**src/overflow_hole_fifo_top_macros.svh**
```systemverilog
// Assertion macros shared by the overflow hole FIFO modules.
// Depends on nothing; the asserting module must have clk and rst.
`ifndef OVERFLOW_HOLE_FIFO_TOP_MACROS_SVH
`define OVERFLOW_HOLE_FIFO_TOP_MACROS_SVH

// A condition that must hold at every clock edge outside reset.
`define OHF_ASSERT(lbl, cond, msg) \
  lbl: assert property (@(posedge clk) disable iff (rst) (cond)) else $error(msg);

// An implication checked at every clock edge outside reset.
`define OHF_ASSERT_IMP(lbl, ante, cons, msg) \
  lbl: assert property (@(posedge clk) disable iff (rst) (ante) |-> (cons)) else $error(msg);

`endif

```
**src/ohf_pkg.sv**
```systemverilog
// Shared types, codes and helper functions of the overflow hole FIFO.
// Depends on nothing; used by the controller, the datapath and the top level.
`timescale 1ns / 1ps

package ohf_pkg;

  localparam int THR_W = 6;
  localparam int KW    = 7;

  typedef enum logic [1:0] {
    OP_PUSH    = 2'd0,
    OP_POP     = 2'd1,
    OP_DISCARD = 2'd2,
    OP_NONE    = 2'd3
  } op_t;

  localparam logic [2:0] ST_STORED    = 3'd0;
  localparam logic [2:0] ST_DROPPED   = 3'd1;
  localparam logic [2:0] ST_HOLE      = 3'd2;
  localparam logic [2:0] ST_POPPED    = 3'd3;
  localparam logic [2:0] ST_EMPTY     = 3'd4;
  localparam logic [2:0] ST_DISCARDED = 3'd5;

  typedef enum logic [3:0] {
    CMD_NONE,
    CMD_STORE,
    CMD_DROP_START,
    CMD_DROP_CONT,
    CMD_HOLE,
    CMD_EVENT,
    CMD_READ,
    CMD_POP,
    CMD_EMPTY,
    CMD_DISCARD
  } cmd_code_t;

  typedef struct packed {
    logic      load;
    cmd_code_t code;
  } ctrl_cmd_t;

  typedef struct packed {
    op_t  op;
    logic run_active;
    logic full;
    logic empty;
    logic can_end;
  } dp_status_t;

  typedef struct packed {
    logic        hole;
    logic [31:0] id;
    logic [31:0] value;
  } entry_t;

  function automatic logic is_result(input cmd_code_t code);
    return code == CMD_STORE || code == CMD_DROP_START || code == CMD_DROP_CONT ||
           code == CMD_EVENT || code == CMD_POP || code == CMD_EMPTY ||
           code == CMD_DISCARD;
  endfunction

  function automatic logic [31:0] sat_add32(input logic [31:0] a, input logic [31:0] b);
    logic [32:0] s;
    s = {1'b0, a} + {1'b0, b};
    return s[32] ? 32'hFFFF_FFFF : s[31:0];
  endfunction

endpackage

```
**src/ohf_ctrl.sv**
```systemverilog
// Controller of the overflow hole FIFO: sequences one item at a time and
// owns the result valid flag. Depends on ohf_pkg and the macro header.
`timescale 1ns / 1ps
`include "overflow_hole_fifo_top_macros.svh"

module ohf_ctrl (
  input  logic                clk,
  input  logic                rst,
  input  logic                in_valid,
  output logic                in_stall,
  output logic                out_valid,
  input  logic                out_stall,
  input  ohf_pkg::dp_status_t st,
  output ohf_pkg::ctrl_cmd_t  cmd
);
  import ohf_pkg::*;

  typedef enum logic [1:0] {
    S_IDLE,
    S_EXEC,
    S_HOLE_EV,
    S_POP
  } state_t;

  state_t state, state_next;
  logic   out_free;
  logic   result;

  assign out_free = !out_valid || !out_stall;
  assign in_stall = state != S_IDLE;
  assign result   = is_result(cmd.code);

  always_comb begin
    state_next = state;
    cmd.load   = 1'b0;
    cmd.code   = CMD_NONE;
    case (state)
      S_IDLE: begin
        if (in_valid) begin
          cmd.load   = 1'b1;
          state_next = S_EXEC;
        end
      end
      S_EXEC: begin
        case (st.op)
          OP_PUSH: begin
            if (st.run_active && st.can_end) begin
              // The hole goes in now; the event follows from S_HOLE_EV once the output is free.
              cmd.code   = CMD_HOLE;
              state_next = S_HOLE_EV;
            end else if (out_free) begin
              if (st.run_active) begin
                cmd.code = CMD_DROP_CONT;
              end else if (st.full) begin
                cmd.code = CMD_DROP_START;
              end else begin
                cmd.code = CMD_STORE;
              end
              state_next = S_IDLE;
            end
          end
          OP_POP: begin
            if (!st.empty) begin
              cmd.code   = CMD_READ;
              state_next = S_POP;
            end else if (out_free) begin
              cmd.code   = CMD_EMPTY;
              state_next = S_IDLE;
            end
          end
          default: begin
            if (out_free) begin
              cmd.code   = CMD_DISCARD;
              state_next = S_IDLE;
            end
          end
        endcase
      end
      S_HOLE_EV: begin
        if (out_free) begin
          cmd.code   = CMD_EVENT;
          state_next = S_IDLE;
        end
      end
      S_POP: begin
        if (out_free) begin
          cmd.code   = CMD_POP;
          state_next = S_IDLE;
        end
      end
      default: begin
        state_next = S_IDLE;
      end
    endcase
  end

  always_ff @(posedge clk) begin
    if (rst) begin
      state     <= S_IDLE;
      out_valid <= 1'b0;
    end else begin
      state     <= state_next;
      out_valid <= result || (out_valid && out_stall);
    end
  end

  `OHF_ASSERT_IMP(a_result_needs_room, result, out_free, "result overwrites pending transfer")
  `OHF_ASSERT_IMP(a_pop_after_read, (state == S_POP && $past(state) != S_POP),
                  $past(cmd.code == CMD_READ), "pop without memory read")
  `OHF_ASSERT_IMP(a_hole_on_push, state == S_HOLE_EV, st.op == OP_PUSH, "hole outside push")

endmodule

```
**config.mk**
```make
export PLATFORM = sky130hd
export DESIGN_NAME = ohf_ctrl
export DESIGN_NICKNAME = d
export VERILOG_FILES = /design/src/ohf_pkg.sv /design/src/ohf_ctrl.sv
export VERILOG_INCLUDE_DIRS = /design/src /design/src/src
export SDC_FILE = /design/constraint.sdc
export NUM_CORES = 1
export LEC_CHECK = 0
export BUFFER_PORTS_ARGS = -buffer_cell sky130_fd_sc_hd__buf_2
export CORE_AREA = 2 2 39 41
export CTS_BUF_LIST = sky130_fd_sc_hd__clkbuf_8
export DETAILED_ROUTE_END_ITERATION = 8
export DIE_AREA = 0 0 41 43
export GPL_TIMING_DRIVEN = 0
export HOLD_SLACK_MARGIN = 0.03
export PLACE_DENSITY_LB_ADDON = 0.1
export RECOVER_POWER = 25
export REMOVE_ABC_BUFFERS = 1
export SETUP_SLACK_MARGIN = 0.02
export SYNTH_ARGS = -nofsm -noshare
export SYNTH_HDL_FRONTEND = slang
export SYNTH_SLANG_ARGS = --single-unit
```
**constraint.sdc**
```tcl
create_clock -name clk -period 1.7 [get_ports clk]
set_clock_uncertainty 0.2 [all_clocks]
set_input_delay 0 -clock clk [delete_from_list [all_inputs] [get_ports clk]]
set_output_delay 0 -clock clk [all_outputs]
set_load 0.02 [all_outputs]
```
==> qor.txt, run 1 <==
Rel. slew slack -> 68.9%
WL final -> 866 µm
Synth cell types -> 26
postcts setup bufs -> 0
max-cap viol count -> 0
RSZ-0062 raised after global routing -> true
Hold Vio Cnt, Final -> 1
number of fill cells in the layout -> 162
syn avg cell area -> 6.97 µm²
sequential power share -> 21.9%
P_leak -> 0.209 nW
area grow syn2layout -> 60.4%
Int Power -> 0.000276 W
vias in the first global route -> 366
crit path max fanout -> 11
die area -> 1760 µm²
synthesis-stage register bit count -> 3
Die Width -> 41 µm
area occupied by multi-input gates -> 231 µm²
global-route wire length before repair -> 1.38 mm
Max Slew Vio Count -> 0
hpwl dp -> 625 µm
Psw -> 0.000110 W
Clock power frac -> 51.8%
IO Port Bufs -> 16
DIE HEIGHT -> 43 µm
hold crit path type -> input pin to flip-flop
Tcrit/Tclk final -> 96.4%
CTS tree -> yes
Syn Std Cell Area -> 307 µm²
Yosys warning count -> 0
Final ANT Viol Nets -> 0
Highest Clock Rate -> 610 MHz
Non-Filler Instances -> 81
final RePlAce weighted congestion -> 0.637
Worst Max-Slew Pin Slew -> 0.454 ns
Pwr Total -> 0.000386 W
GRT Total Usage -> 11.2%
DRT Pass-1 Iters -> 3
Final Critical Period -> 1.64 ns
Floorplan Core Area -> 1380 µm²
grt ovf -> 0
proportion of layout cells with a drive suffix above 1 -> 35.4%
Inserted Clock Buffers -> 3
Ant. Diodes -> 0
H-tree depth -> 1
CTS root buffer -> clkbuf_8
WS Path Type -> flip-flop to output port
Worst EP arrival -> 1.44 ns
Clock Sinks -> 3
status -> finished, violations left
critical path launch point type -> flip-flop
placed insts -> 72
hold_buf cts -> 5
final setup vio count -> 0
Longest Clk Path Bufs -> 2
Rows -> 14
register area share after synthesis -> 19.6%
initial antenna violation count -> 0
Cells after Synth -> 44
switching share of power -> 28.5%
average wire per standard cell -> 10.7 µm
# nets final -> 76
Starting Density -> 22.2%
FF/Latch Area -> 61.3 µm²
failing checks -> hold timing
P per Cell Area -> 785 nW/µm²
DRT iter0 DRCs -> 7
# IOs -> 17
setup tns final -> 0 ns
DRC Markers -> 0
VDD IR max -> 0.350 mV
placed cell area -> 387 µm²
required time worst endpoint -> 1.50 ns
combinational power share -> 26.3%
vias per cell -> 4.94
post-layout instance area -> 492 µm²
largest net degree at the start of global routing -> 12
Worst-path clk slew -> 0.03 ns
final hold slack -> -0.0586 ns
via count -> 400
crit end category -> output port
worst skew pair latency -> 0.21 ns
[power by group through the flow]
stage | combinational [W] | sequential [W] | clock [W]
CTS | 0.000101 | 0.0000846 | 0.000207
global route | 0.000113 | 0.0000862 | 0.000216
floorplan | 0.0000517 | 0.0000862 | 0
detailed placement | 0.0000917 | 0.0000854 | 0
finish | 0.000101 | 0.0000847 | 0.000200
global placement | 0.0000924 | 0.0000857 | 0
[stage by stage]
step / worst slack (ns) / util, %
final: 0.0611 / 35.5
after global routing: 0.000651 / 35.5
after CTS: 0.0247 / 34.9
after detailed placement: 0.0775 / 27.9
after global placement: 0.0573 / 27.9
after floorplan: 0.0537 / -
[cell type report]
| type | instances | area share, % |
|---|---|---|
| well taps | 16 | 4.07 |
| multi-input cells | 36 | 47.1 |
| repair buffers | 21 | 26.5 |
| inverters | 1 | 0.763 |
| clock buffers | 3 | 8.40 |
| clock inverters | 1 | 0.763 |
| flip-flops and latches | 3 | 12.5 |
[cell usage in the layout (no fill, tap or decap)]
cell type      instances
o22ai_1                1
a21oi_1                4
a21oi_2                1
a311oi_1               1
a211oi_2               1
mux2_1                 1
and2_1                 1
o41ai_1                1
or2_2                  1
o21ai_0                1
a41oi_1                1
nor2_1                 6
nor3_1                 1
inv_1                  2
buf_2                 13
clkbuf_1               2
a2111oi_0              1
o21bai_1               1
nor4b_1                2
clkbuf_8               3
dlygate4sd3_1          5
dfxtp_1                2
nand2b_1               2
a21boi_2               1
or4b_4                 1
dfxtp_2                1
nand3b_1               1
buf_4                  1
nand2_1                6
[kinds of logic (layout without fill, tap and decap cells)]
| logic type | Yosys count | count (layout) | share of synthesized area, % |
|---|---|---|---|
| DFF | 3 | 3 | 19.6 |
| buffers and inverters | 5 | 26 | 7.75 |
| and+or+nand+nor | 21 | 21 | 37.1 |
| AOI/OAI and AO/OA | 14 | 14 | 31.8 |
| muxes | 1 | 1 | 3.67 |
[worst max-delay path, cell delays in order, from the launching register on]
cell	delay [ns]
dfxtp_2	0.37
or4b_4	0.58
a21boi_2	0.13
buf_4	0.14
[routing by layer]
metal	up-vias	wire length [µm]	GRT usage [%]
met5	-	0	0
met2	13	390	17.2
li1	205	-	-
met3	0	55	3.14
met1	182	420	14.3
met4	0	0	4.00
[path summary, 6_finish.rpt]
| kind | start | end | slack, ns | cells after the start |
|---|---|---|---|---|
| worst min register to register | state[1] | state[1] | 0.34 | 2 |
| worst min-delay path | st[1] | state[0] | -0.06 | 3 |
| worst max register to register | state[1] | out_valid | 0.13 | 4 |
| worst max-delay path | state[1] | cmd[1] | 0.06 | 3 |
[Yosys cell counts]
| library cell | count | area [µm²] |
|---|---|---|
| buf_4 | 1 | 7.51 |
| mux2_1 | 1 | 11.3 |
| inv_1 | 1 | 3.75 |
| a211oi_1 | 1 | 7.51 |
| nor4b_1 | 2 | 17.5 |
| or4b_4 | 1 | 13.8 |
| o22ai_1 | 1 | 6.26 |
| or2_2 | 1 | 6.26 |
| o21bai_1 | 1 | 7.51 |
| a2111oi_0 | 1 | 8.76 |
| clkbuf_1 | 2 | 7.51 |
| o21ai_0 | 1 | 5.00 |
| a21oi_2 | 1 | 8.76 |
| a311oi_1 | 1 | 8.76 |
| buf_2 | 1 | 5.00 |
| a21oi_1 | 4 | 20.0 |
| nor2_1 | 6 | 22.5 |
| and2_1 | 1 | 6.26 |
| nand2_1 | 6 | 22.5 |
| a41oi_1 | 1 | 8.76 |
| dfxtp_1 | 3 | 60.1 |
| nand3b_1 | 1 | 7.51 |
| nor3_1 | 1 | 5.00 |
| nand2b_1 | 2 | 12.5 |
| a21boi_0 | 1 | 7.51 |
| o41ai_1 | 1 | 8.76 |
[state kept, by name (all words and copies together) (netlist names)]
register / count
out_valid: 1
state: 2
[repair_timing]
item | 4_1_cts | 5_1_grt
resized for setup | 2 | 3
hold endpoints to repair | 3 | 1
endpoints found under the setup margin | 1 | 2
pin swaps | 0 | 0
Note: power is estimated with default switching activity, not from simulation.
==> run 2: changes to the inputs <==
--- a/config.mk
+++ b/config.mk
@@ -14,7 +14,7 @@
 export GPL_TIMING_DRIVEN = 0
 export HOLD_SLACK_MARGIN = 0.03
 export PLACE_DENSITY_LB_ADDON = 0.1
-export RECOVER_POWER = 25
+export RECOVER_POWER = 50
 export REMOVE_ABC_BUFFERS = 1
 export SETUP_SLACK_MARGIN = 0.02
 export SYNTH_ARGS = -nofsm -noshare
==> qor.txt, run 2 (synthesized netlist as in run 1, its figures left out) <==
status -> finished, violations left
failing checks -> hold timing
Top Registers -> state (2), out_valid (1)
Worst Max-Slew Pin Slew -> 0.454 ns (unchanged)
vias per cell -> 4.94 (unchanged)
worst skew pair latency -> 0.21 ns (about the same)
required time worst endpoint -> 1.50 ns (about the same)
average wire per standard cell -> 10.7 µm (+0.12%)
flop2flop setup slack -> 0.13 ns (about the same)
P_leak -> 0.205 nW (-1.7%)
hold_buf cts -> 5 (unchanged)
WL final -> 867 µm (+0.12%)
Final ANT Viol Nets -> 0 (unchanged)
WS Path Type -> flip-flop to output port
combinational power share -> 26.1% (-0.2 points)
proportion of layout cells with a drive suffix above 1 -> 33.8% (-1.5 points)
DRT iter0 DRCs -> 7 (unchanged)
CTS tree -> yes
P per Cell Area -> 786 nW/µm² (about the same)
max-cap viol count -> 0 (unchanged)
vias in the first global route -> 366 (unchanged)
Clock Sinks -> 3 (unchanged)
most frequent cells in the layout -> buf_2 (12), nor2_1 (6), nand2_1 (6)
Rows -> 14 (unchanged)
Longest Clk Path Bufs -> 2 (unchanged)
Starting Density -> 22.2% (unchanged)
worst r2r src -> state[1]
Worst R2R End -> out_valid
final RePlAce weighted congestion -> 0.637 (unchanged)
setup tns final -> 0 ns (unchanged)
final setup vio count -> 0 (unchanged)
hold crit path type -> input pin to flip-flop
placed cell area -> 387 µm² (unchanged)
CTS root buffer -> clkbuf_8
Non-Filler Instances -> 81 (unchanged)
# nets final -> 76 (unchanged)
RSZ-0062 raised after global routing -> true
Floorplan Core Area -> 1380 µm² (unchanged)
hpwl dp -> 625 µm (unchanged)
crit end category -> output port
Psw -> 0.000110 W (+0.10%)
Die Width -> 41 µm (unchanged)
Tcrit/Tclk final -> 96.4% (unchanged)
max reg flops -> 2 (unchanged)
GRT Total Usage -> 11.2% (unchanged)
Rel. slew slack -> 68.9% (unchanged)
DRT Pass-1 Iters -> 3 (unchanged)
H-tree depth -> 1 (unchanged)
via count -> 400 (unchanged)
area grow syn2layout -> 60.0%
postcts setup bufs -> 0 (unchanged)
commonest non-fill, non-tap cell in the layout -> buf_2
grt ovf -> 0 (unchanged)
Worst-path clk slew -> 0.03 ns (about the same)
critical path launch point type -> flip-flop
Max Slew Vio Count -> 0 (unchanged)
placed insts -> 72 (unchanged)
Final Critical Period -> 1.64 ns (unchanged)
DRC Markers -> 0 (unchanged)
crit path max fanout -> 11 (unchanged)
Largest Register -> state
Ant. Diodes -> 0 (unchanged)
Inserted Clock Buffers -> 3 (unchanged)
DIE HEIGHT -> 43 µm (unchanged)
die area -> 1760 µm² (unchanged)
switching share of power -> 28.5% (+0.074 points)
Clock power frac -> 51.9% (about the same)
Critical Path Sink -> cmd[1]
largest net degree at the start of global routing -> 12 (unchanged)
Hold Vio Cnt, Final -> 1 (unchanged)
final hold slack -> -0.0586 ns (unchanged)
global-route wire length before repair -> 1.38 mm (unchanged)
post-layout util -> 35.4% (-0.090 points)
FF-to-FF path depth -> 4 (unchanged)
initial antenna violation count -> 0 (unchanged)
IO Port Bufs -> 16 (unchanged)
beginning of the critical path -> state[1]
sequential power share -> 22.0% (about the same)
VDD IR max -> 0.350 mV (about the same)
Worst EP arrival -> 1.44 ns (about the same)
post-layout instance area -> 490 µm² (-0.25%)
# IOs -> 17 (unchanged)
Int Power -> 0.000275 W (-0.26%)
Highest Clock Rate -> 610 MHz (unchanged)
==> run 2: metal layers <==
layer,vias up,share of wire (%),GRT usage (%)
li1,205,-,-
met1,182,49,14.3
met2,13,45,17.2
met3,0,6.3,3.14
met4,0,0,4.00
met5,-,0,0
==> run 2: metrics by stage <==
stage          setup slack, ns  total power (W)  hold slack, ns
3_3_place_gp            0.0573         0.000178          0.0109
3_5_place_dp            0.0775         0.000177          0.0126
4_1_cts                 0.0247         0.000392         -0.0655
5_1_grt               0.000651         0.000415         -0.0328
6_report                0.0611         0.000385         -0.0586
2_1_floorplan           0.0537         0.000138          -0.131
==> run 2: worst min-delay path by stage <==
stage	from	end	slack, ns	depth (start not counted)
floorplan	rst	state[1]	-0.13	1
global placement	rst	state[1]	0.01	2
detailed placement	rst	state[1]	0.01	2
CTS	st[1]	state[0]	-0.07	3
global route	st[1]	state[0]	-0.03	3
finish	st[1]	state[0]	-0.06	3
==> run 2: power by group through the flow <==
| stage | Sequential (W) | Clock, W | Combinational, W |
|---|---|---|---|
| floorplan | 0.0000862 | 0 | 0.0000517 |
| global placement | 0.0000857 | 0 | 0.0000924 |
| detailed placement | 0.0000854 | 0 | 0.0000917 |
| CTS | 0.0000846 | 0.000207 | 0.000101 |
| global route | 0.0000862 | 0.000216 | 0.000112 |
| finish | 0.0000847 | 0.000200 | 0.000101 |
==> run 2: critical path: stages (launching register included) <==
cell	delay, ns
dfxtp_2	0.37
or4b_4	0.58
a21boi_2	0.13
buf_4	0.14
==> run 2: timing repair <==
| item | 4_1_cts | 5_1_grt |
|---|---|---|
| gates resized for setup | 2 | 3 |
| pin swaps | 0 | 0 |
| hold endpoints to repair | 3 | 1 |
| gates cloned | 0 | 0 |
| endpoints found under the setup margin | 1 | 2 |
==> run 2: layout make-up <==
type                            count  area [µm²]
Fill cell                         162         893
Inverter                            1        3.75
Sequential cell                     3        61.3
Timing Repair Buffer               21         129
Clock inverter                      1        3.75
Clock buffer                        3        41.3
Tap cell                           16        20.0
Multi-Input combinational cell     36         231
